<file path="config.mk">
export PLATFORM = sky130hd
export DESIGN_NAME = latest_frame_buffer_pool
export DESIGN_NICKNAME = d
export VERILOG_FILES = /design/src/design/lfbp_pkg.sv /design/src/design/lfbp_free_list.sv /design/src/design/lfbp_ref_counts.sv /design/src/design/latest_frame_buffer_pool.sv
export VERILOG_INCLUDE_DIRS = /design/src /design/src/design
export SDC_FILE = /design/constraint.sdc
export NUM_CORES = 1
export LEC_CHECK = 0
export ABC_AREA = 1
export ABC_CLOCK_PERIOD_IN_PS = 3500
export BUFFER_PORTS_ARGS = -buffer_cell sky130_fd_sc_hd__buf_2
export CAP_MARGIN = 15
export CORE_MARGIN = 2
export CORE_UTILIZATION = 60
export DETAILED_ROUTE_END_ITERATION = 8
export PLACE_DENSITY_LB_ADDON = 0.25
export SLEW_MARGIN = 0
export SYNTH_ARGS = -nofsm -noshare
export SYNTH_HDL_FRONTEND = slang
export SYNTH_SLANG_ARGS = --single-unit
</file>
<file path="constraint.sdc">
create_clock -name clk -period 3.5 [get_ports clk]
set_input_delay 0.175 -clock clk [delete_from_list [all_inputs] [get_ports clk]]
set_output_delay 0.175 -clock clk [all_outputs]
set_load 0.01 [all_outputs]
</file>
<file path="src/design/assert_macros.svh">
// ----------------------------------------------------------------------------
// assert_macros.svh
// Concurrent assertion macros shared by the RTL.
// ----------------------------------------------------------------------------
`ifndef ASSERT_MACROS_SVH
`define ASSERT_MACROS_SVH

`ifndef NO_ASSERTIONS

// Checked on every clock edge out of reset.
`define LFBP_ASSERT(label, clk, rstn, prop) \
  label: assert property (@(posedge clk) disable iff (!rstn) prop) \
    else $error("assertion failed: label");

// Checked on every clock edge, reset included.
`define LFBP_ASSERT_ALWAYS(label, clk, prop) \
  label: assert property (@(posedge clk) prop) \
    else $error("assertion failed: label");

`else

`define LFBP_ASSERT(label, clk, rstn, prop)
`define LFBP_ASSERT_ALWAYS(label, clk, prop)

`endif

`endif

</file>
<file path="src/design/lfbp_pkg.sv">
// ----------------------------------------------------------------------------
// lfbp_pkg
// Types, constants and helpers for the latest-frame buffer pool.
// ----------------------------------------------------------------------------
`default_nettype none

package lfbp_pkg;

  localparam int POOL_SIZE  = 8;
  localparam int COUNT_BITS = 8;
  localparam int IDX_W      = $clog2(POOL_SIZE);
  localparam int FILL_W     = $clog2(POOL_SIZE + 1);

  localparam logic [1:0] REQ_ACQ_WRITE = 2'd0;
  localparam logic [1:0] REQ_PUBLISH   = 2'd1;
  localparam logic [1:0] REQ_ACQ_READ  = 2'd2;
  localparam logic [1:0] REQ_RELEASE   = 2'd3;

  localparam logic [1:0] ST_OK    = 2'd0;
  localparam logic [1:0] ST_NONE  = 2'd1;
  localparam logic [1:0] ST_COUNT = 2'd2;

  typedef logic [IDX_W-1:0]      idx_t;
  typedef logic [FILL_W-1:0]     fill_t;
  typedef logic [COUNT_BITS-1:0] cnt_t;

  localparam fill_t FILL_FULL = fill_t'(POOL_SIZE);
  localparam cnt_t  CNT_MAX   = '1;

  typedef struct packed {
    logic [1:0] req_type;
    idx_t       buffer_index;
  } in_item_t;

  typedef struct packed {
    logic [1:0] status;
    idx_t       granted_index;
    fill_t      free_count;
  } out_item_t;

  // free list control and status
  typedef struct packed {
    logic pop;
    logic push;
    idx_t push_idx;
  } fl_ctrl_t;

  typedef struct packed {
    idx_t  head_idx;
    fill_t fill;
    fill_t fill_nxt;
  } fl_stat_t;

  // reader count control
  typedef struct packed {
    idx_t addr;
    logic inc;
    logic dec;
  } rc_ctrl_t;

  function automatic idx_t ptr_next(input idx_t p);
    if (p == idx_t'(POOL_SIZE - 1)) begin
      return '0;
    end
    return p + idx_t'(1);
  endfunction

endpackage

`default_nettype wire

</file>
<file path="src/design/lfbp_free_list.sv">
// ----------------------------------------------------------------------------
// lfbp_free_list
// FIFO of free buffer indices; full at reset with every index in order.
// ----------------------------------------------------------------------------
`default_nettype none

module lfbp_free_list (
  input  wire logic               clk,
  input  wire logic               rst_n,
  input  wire lfbp_pkg::fl_ctrl_t ctrl,
  output lfbp_pkg::fl_stat_t      stat
);

  lfbp_pkg::idx_t  fifo_r [lfbp_pkg::POOL_SIZE];
  lfbp_pkg::idx_t  head_r;
  lfbp_pkg::idx_t  tail_r;
  lfbp_pkg::fill_t fill_r;
  lfbp_pkg::fill_t fill_nxt;
  logic            pop_ok;
  logic            push_ok;

  // full list drops the push
  assign pop_ok  = ctrl.pop && (fill_r != '0);
  assign push_ok = ctrl.push && (fill_r != lfbp_pkg::FILL_FULL);

  always_comb begin
    fill_nxt = fill_r;
    if (pop_ok) begin
      fill_nxt = fill_r - lfbp_pkg::fill_t'(1);
    end else if (push_ok) begin
      fill_nxt = fill_r + lfbp_pkg::fill_t'(1);
    end
  end

  always_ff @(posedge clk) begin
    if (!rst_n) begin
      for (int i = 0; i < lfbp_pkg::POOL_SIZE; i++) begin
        fifo_r[i] <= lfbp_pkg::idx_t'(i);
      end
      head_r <= '0;
      tail_r <= '0;
      fill_r <= lfbp_pkg::FILL_FULL;
    end else begin
      if (push_ok) begin
        fifo_r[tail_r] <= ctrl.push_idx;
        tail_r         <= lfbp_pkg::ptr_next(tail_r);
      end
      if (pop_ok) begin
        head_r <= lfbp_pkg::ptr_next(head_r);
      end
      fill_r <= fill_nxt;
    end
  end

  assign stat.head_idx = fifo_r[head_r];
  assign stat.fill     = fill_r;
  assign stat.fill_nxt = fill_nxt;

endmodule

`default_nettype wire

</file>
<file path="src/design/lfbp_ref_counts.sv">
// ----------------------------------------------------------------------------
// lfbp_ref_counts
// Per-buffer reader counts, one read/update port, cleared at reset.
// ----------------------------------------------------------------------------
`default_nettype none

module lfbp_ref_counts (
  input  wire logic               clk,
  input  wire logic               rst_n,
  input  wire lfbp_pkg::rc_ctrl_t ctrl,
  output lfbp_pkg::cnt_t          rd_cnt
);

  lfbp_pkg::cnt_t cnt_r [lfbp_pkg::POOL_SIZE];

  assign rd_cnt = cnt_r[ctrl.addr];

  always_ff @(posedge clk) begin
    if (!rst_n) begin
      for (int i = 0; i < lfbp_pkg::POOL_SIZE; i++) begin
        cnt_r[i] <= '0;
      end
    end else if (ctrl.inc) begin
      cnt_r[ctrl.addr] <= rd_cnt + lfbp_pkg::cnt_t'(1);
    end else if (ctrl.dec) begin
      cnt_r[ctrl.addr] <= rd_cnt - lfbp_pkg::cnt_t'(1);
    end
  end

endmodule

`default_nettype wire

</file>
<file path="src/design/latest_frame_buffer_pool.sv">
// ----------------------------------------------------------------------------
// latest_frame_buffer_pool
// Frame buffer pool: FIFO free list, latest-frame tracking, reader counts.
// ----------------------------------------------------------------------------
// Usage:
//   in_*  : one request per handshake (acquire write, publish, acquire read,
//           release read) with a buffer index for publish and release.
//   out_* : exactly one result per request, in request order: status,
//           granted index (zero unless an acquire succeeds), free-list fill.
//   Flow: an accepted request is captured in the input register, resolved
//   combinationally against the pool state, then registered as its result.
//   Throughput: one request per cycle unless the receiver stalls; the state
//   update (one free-list slot and one reader count per request) sets this figure.
//   Reset (rst_n low, synchronous): free list holds every index in order,
//   reader counts clear, no latest frame, both pipeline registers empty.
//   Receiver stall: the result stays in the output register; one more
//   request is held in the input register, then in_ready drops.
// ----------------------------------------------------------------------------
`default_nettype none
`include "assert_macros.svh"

module latest_frame_buffer_pool (
  input  wire logic                clk,
  input  wire logic                rst_n,
  input  wire logic                in_valid,
  output logic                     in_ready,
  input  wire lfbp_pkg::in_item_t  in_data,
  output logic                     out_valid,
  input  wire logic                out_ready,
  output lfbp_pkg::out_item_t      out_data
);

  lfbp_pkg::in_item_t  in_r;
  logic                in_vld_r;
  lfbp_pkg::out_item_t out_r;
  lfbp_pkg::out_item_t out_nxt;
  logic                out_vld_r;
  logic                latest_valid_r;
  lfbp_pkg::idx_t      latest_index_r;
  logic                latest_valid_nxt;
  lfbp_pkg::idx_t      latest_index_nxt;
  logic                go;
  logic                in_range;
  logic                cnt_zero;
  logic                cnt_one;
  logic                cnt_max;
  lfbp_pkg::cnt_t      rd_cnt;
  lfbp_pkg::fl_ctrl_t  fl_ctrl;
  lfbp_pkg::fl_stat_t  fl_stat;
  lfbp_pkg::rc_ctrl_t  rc_ctrl;

  assign go       = in_vld_r && (!out_vld_r || out_ready);
  assign in_ready = !in_vld_r || go;

  lfbp_free_list u_free_list (
    .clk   (clk),
    .rst_n (rst_n),
    .ctrl  (fl_ctrl),
    .stat  (fl_stat)
  );

  lfbp_ref_counts u_ref_counts (
    .clk    (clk),
    .rst_n  (rst_n),
    .ctrl   (rc_ctrl),
    .rd_cnt (rd_cnt)
  );

  assign in_range = int'(in_r.buffer_index) < lfbp_pkg::POOL_SIZE;
  assign cnt_zero = (rd_cnt == '0);
  assign cnt_one  = (rd_cnt == lfbp_pkg::cnt_t'(1));
  assign cnt_max  = (rd_cnt == lfbp_pkg::CNT_MAX);

  always_comb begin
    fl_ctrl          = '0;
    rc_ctrl          = '0;
    rc_ctrl.addr     = (in_r.req_type == lfbp_pkg::REQ_RELEASE) ?
                       in_r.buffer_index : latest_index_r;
    latest_valid_nxt = latest_valid_r;
    latest_index_nxt = latest_index_r;
    out_nxt          = '0;
    out_nxt.status   = lfbp_pkg::ST_OK;
    case (in_r.req_type)
      lfbp_pkg::REQ_ACQ_WRITE: begin
        if (fl_stat.fill == '0) begin
          out_nxt.status = lfbp_pkg::ST_NONE;
        end else begin
          fl_ctrl.pop           = go;
          out_nxt.granted_index = fl_stat.head_idx;
        end
      end
      lfbp_pkg::REQ_PUBLISH: begin
        if (in_range) begin
          fl_ctrl.push     = go && latest_valid_r && cnt_zero;
          fl_ctrl.push_idx = latest_index_r;
          latest_valid_nxt = 1'b1;
          latest_index_nxt = in_r.buffer_index;
        end
      end
      lfbp_pkg::REQ_ACQ_READ: begin
        if (!latest_valid_r) begin
          out_nxt.status = lfbp_pkg::ST_NONE;
        end else if (cnt_max) begin
          out_nxt.status = lfbp_pkg::ST_COUNT;
        end else begin
          rc_ctrl.inc           = go;
          out_nxt.granted_index = latest_index_r;
        end
      end
      lfbp_pkg::REQ_RELEASE: begin
        if (in_range) begin
          if (cnt_zero) begin
            out_nxt.status = lfbp_pkg::ST_COUNT;
          end else begin
            rc_ctrl.dec      = go;
            fl_ctrl.push     = go && cnt_one &&
                               !(latest_valid_r && latest_index_r == in_r.buffer_index);
            fl_ctrl.push_idx = in_r.buffer_index;
          end
        end
      end
      default: begin
        out_nxt.status = lfbp_pkg::ST_OK;
      end
    endcase
    out_nxt.free_count = fl_stat.fill_nxt;
  end

  always_ff @(posedge clk) begin
    if (!rst_n) begin
      in_vld_r       <= 1'b0;
      out_vld_r      <= 1'b0;
      latest_valid_r <= 1'b0;
      latest_index_r <= '0;
    end else begin
      if (in_ready) begin
        in_vld_r <= in_valid;
      end
      if (go) begin
        out_vld_r      <= 1'b1;
        latest_valid_r <= latest_valid_nxt;
        latest_index_r <= latest_index_nxt;
      end else if (out_ready) begin
        out_vld_r <= 1'b0;
      end
    end
  end

  always_ff @(posedge clk) begin
    if (in_valid && in_ready) begin
      in_r <= in_data;
    end
    if (go) begin
      out_r <= out_nxt;
    end
  end

  assign out_valid = out_vld_r;
  assign out_data  = out_r;

  `LFBP_ASSERT(a_fill_bound, clk, rst_n, fl_stat.fill <= lfbp_pkg::FILL_FULL)
  `LFBP_ASSERT(a_go_gives_result, clk, rst_n, go |=> out_valid)
  `LFBP_ASSERT(a_no_grant_on_fail, clk, rst_n, (out_valid && out_data.status != lfbp_pkg::ST_OK) |-> (out_data.granted_index == '0))
  `LFBP_ASSERT_ALWAYS(a_reset_empty, clk, !rst_n |=> (!out_valid && in_ready))

endmodule

`default_nettype wire

</file>
==> impl_metrics.tcl <==
set metrics [dict create \
    cp_data_required_time_ns 3.74 \
    core_mm2 0.01018 \
    clockPowerShare 0.474 \
    synth_area_mm2 0.006226 \
    hp-class "in -> reg" \
    startpoint_type "flop" \
    rsz0062_at_grt "yes" \
    synthArstFlopShare 0 \
    period_share 0.9425 \
    netSwitchingFraction 0.2447 \
    crit_fanout 23 \
    synth.net_count 721 \
    synth-edff-count 102 \
    ys.flop_type "edfxtp_1" \
    p_comb_frac 0.122 \
    die_x_um 105.9 \
    grt_pass1_vias 4822 \
    cp-end-kind "flop" \
    finalSetupViolCount 0 \
    start_util 0.6113 \
    synth_top_area_frac 0.4920 \
    rows 37 \
    first_pass_iters 6 \
    ys_seq_area_frac 0.5531 \
    slowest_delay_ns 0.51 \
    slew_viol_final 0 \
    reg2reg_slack_ns 0.20 \
    n_antenna_cell 0 \
    antenna_found_initial 0 \
    die_h_um 105.9 \
    cts-root-buf "clkbuf_8" \
    clk_pin_slew_worst_paths_ns 0.06 \
    status "finished clean" \
    ctsHtreeMaxLevel 4 \
    cts_tree "yes" \
    timing.rr.end "u_free_list.fifo_r[5][1]" \
    clk_latency_ns 0.54 \
    total_power_w 0.004047 \
    setup.worst_path.start "in_r[3]" \
    viasPerCell 5.552 \
    syn_to_final_growth_pct 18.77 \
    syn_area_per_cell_um2 8.856 \
    track_usage 0.2772 \
    drt_iter0_markers 465 \
    synth-seq-cells 121 \
    timing.critical_path.mode_cell "nand2_1" \
    hold_viol 0 \
    cts_sinks 121 \
    layout-drive-gt1-share 0.1731 \
    worstPathCellList "nand3_1 -> nand2_4 -> nand2_1 -> inv_1 -> nand2_1 -> nand2_1 -> nor2_2 -> nand2_2 -> inv_1 -> ha_2 -> nand3_2 -> inv_2 -> nand3_1 -> nand2_4 -> nand3_4 -> nor2_4 -> nand2_1 -> nand2_1" \
    seqPwrFrac 0.404 \
    placed_cell_area_mm2 0.006553 \
    postRouteAntennaNets 0 \
    wl_um 14720 \
    clock-skew-final_ns 0.01002 \
    wl_per_cell_um 16.18 \
    crit_slowest_cell "edfxtp_1" \
    vias 5052 \
    synthTopCellsByCount "nand2_1, nor2_1, edfxtp_1" \
    whs_ns 0.2105 \
    crit_buf_inv 3 \
    arrival_ns 3.54 \
    nets 779 \
    max_freq_mhz 303.1 \
    ys_types 37 \
    synth_area_leader_cell "edfxtp_1" \
    cts.path.max_buffers 2 \
    worst_slew_pin_slew_ns 0.7531 \
    route.detailed.drc 0 \
    ir_drop_mv 0.4198 \
    crit_family "simple AND/OR/NAND/NOR gates" \
    p_leak_nw 3.205 \
    fin_util 0.7260 \
    dpl.hpwl_um 10050 \
    cts_inserted_buffers 17 \
    portBuffers 19 \
    pwr_density_cell_mw_per_mm2 547.3 \
    reg2reg_from "in_r[3]" \
    p_switching_w 0.0009902 \
    place.gp.congestion 0.9429 \
    io_pins 20 \
    yosysMostFrequentCell "nand2_1" \
    grt_max_degree 30 \
    yosys_warnings 0 \
    dieArea_mm2 0.01121 \
    crit_type "reg -> reg" \
    slew_headroom 0.4979 \
    grt-ovfl-total 0 \
    critical_path_depth 18 \
    worst-r2r-cell-count 18 \
    ys_top_cells_by_area "edfxtp_1, nand2_1, nor2_1" \
    syn_inst 703 \
    maxCapViolCount 0 \
    internal_power_w 0.003057 \
    timing.critical_path.to "u_free_list.fifo_r[5][1]" \
    grt_first_pass_wirelength_um 23350 \
    fin_area_mm2 0.007395 \
    post-route-min-period_ns 3.299 \
]
-- final cells by class --
| cell class | count | area (µm²) |
|---|---|---|
| Sequential cell | 121 | 3443 |
| Timing Repair Buffer | 51 | 371.6 |
| Clock buffer | 19 | 421.7 |
| Clock inverter | 13 | 225.2 |
| Fill cell | 723 | 2790 |
| Multi-Input combinational cell | 462 | 2355 |
| Inverter | 108 | 407.9 |
| Tap cell | 136 | 170.2 |
-- repair_timing --
| action | 4_1_cts | 5_1_grt |
|---|---|---|
| resized for setup | 0 | 23 |
| hold buffers | 8 | 0 |
| setup buffers | 3 | 3 |
| endpoints found under the setup margin | 6 | 164 |
| pin swaps | 0 | 4 |
| hold endpoints to repair | 7 | 0 |
-- worst min-delay path by stage --
| stage | start | to | slack (ns) | depth (start not counted) |
|---|---|---|---|---|
| 5_1_grt | rst_n | u_free_list.fill_r[3] | 0.24 | 2 |
| 2_1_floorplan | in_data[0] | in_r[0] | 0.27 | 0 |
| 6_report | rst_n | u_free_list.fill_r[3] | 0.21 | 2 |
| 4_1_cts | rst_n | u_free_list.fill_r[3] | 0.15 | 2 |
| 3_5_place_dp | in_data[2] | in_r[2] | 0.35 | 1 |
| 3_3_place_gp | in_data[0] | in_r[0] | 0.35 | 1 |
-- power by group through the flow --
stage                     Combinational [W]  Sequential (W)  Clock (W)
after floorplan                    0.000301         0.00165          0
after global placement             0.000455         0.00166          0
after detailed placement           0.000458         0.00166          0
after CTS                          0.000473         0.00163    0.00192
after global routing               0.000534         0.00164    0.00198
final                              0.000494         0.00163    0.00192
-- logic make-up (layout without fill, tap and decap cells) --
group	Yosys count	after routing	share of synthesized area
DFF	121	121	0.5531
muxes	3	3	0.004823
buffers and inverters	120	191	0.07898
AOI/OAI and AO/OA	68	68	0.06873
and+or+nand+nor	371	371	0.2609
xor gates and xnor gates	11	11	0.01547
adders and majority gates	9	9	0.01809
-- per-stage QoR --
stage / cells / TNS [ns] / worst slack, ns
2_1_floorplan: 703 / 0 / 0.4826
3_3_place_gp: 864 / 0 / 0.09278
3_5_place_dp: 864 / 0 / 0.04847
4_1_cts: 907 / 0 / 0.002834
5_1_grt: 910 / -0.9505 / -0.04857
6_report: 910 / 0 / 0.2011
-- per-layer routing --
metal / track usage / share of wire / vias to the layer above
li1: - / - / 2419
met1: 0.3666 / 0.41 / 2356
met2: 0.4429 / 0.47 / 240
met3: 0.06308 / 0.095 / 37
met4: 0.1165 / 0.024 / 0
met5: 0 / 0 / -
-- flip-flops by register name, indices dropped and copies added (netlist names), named ones only --
name,cells
u_ref_counts.cnt_r,64
u_free_list.fifo_r,24
out_data,9
in_r,5
u_free_list.fill_r,4
latest_index_r,3
u_free_list.head_r,3
u_free_list.tail_r,3
in_vld_r,1
latest_valid_r,1
out_valid,1
-- placed cells by master, fill, tap and decap left out, types with 3 or more instances in the layout --
cell type | Yosys | layout
xnor2_1 | 5 | 5
a32oi_2 | 3 | 3
nand2_1 | 174 | 162
mux2i_1 | 3 | 3
clkbuf_16 | 0 | 16
nor2_2 | 7 | 8
o211ai_1 | 3 | 3
a21oi_1 | 29 | 29
nand2_4 | 5 | 7
inv_1 | 97 | 96
nand4_1 | 5 | 5
dfxtp_1 | 19 | 19
dlygate4sd3_1 | 0 | 8
buf_4 | 3 | 22
o221ai_1 | 3 | 3
buf_2 | 0 | 19
o32ai_1 | 3 | 3
nor2_1 | 105 | 103
o22ai_1 | 3 | 3
o21ai_2 | 2 | 3
edfxtp_1 | 102 | 102
bufinv_16 | 0 | 6
ha_1 | 9 | 8
clkinv_2 | 0 | 4
nand3_1 | 54 | 54
nand2_2 | 7 | 17
o31ai_1 | 3 | 3
xor2_1 | 6 | 6
inv_2 | 10 | 10
o21ai_0 | 15 | 15
nor2_4 | 6 | 7
Note: power is estimated with default switching activity, not from simulation.
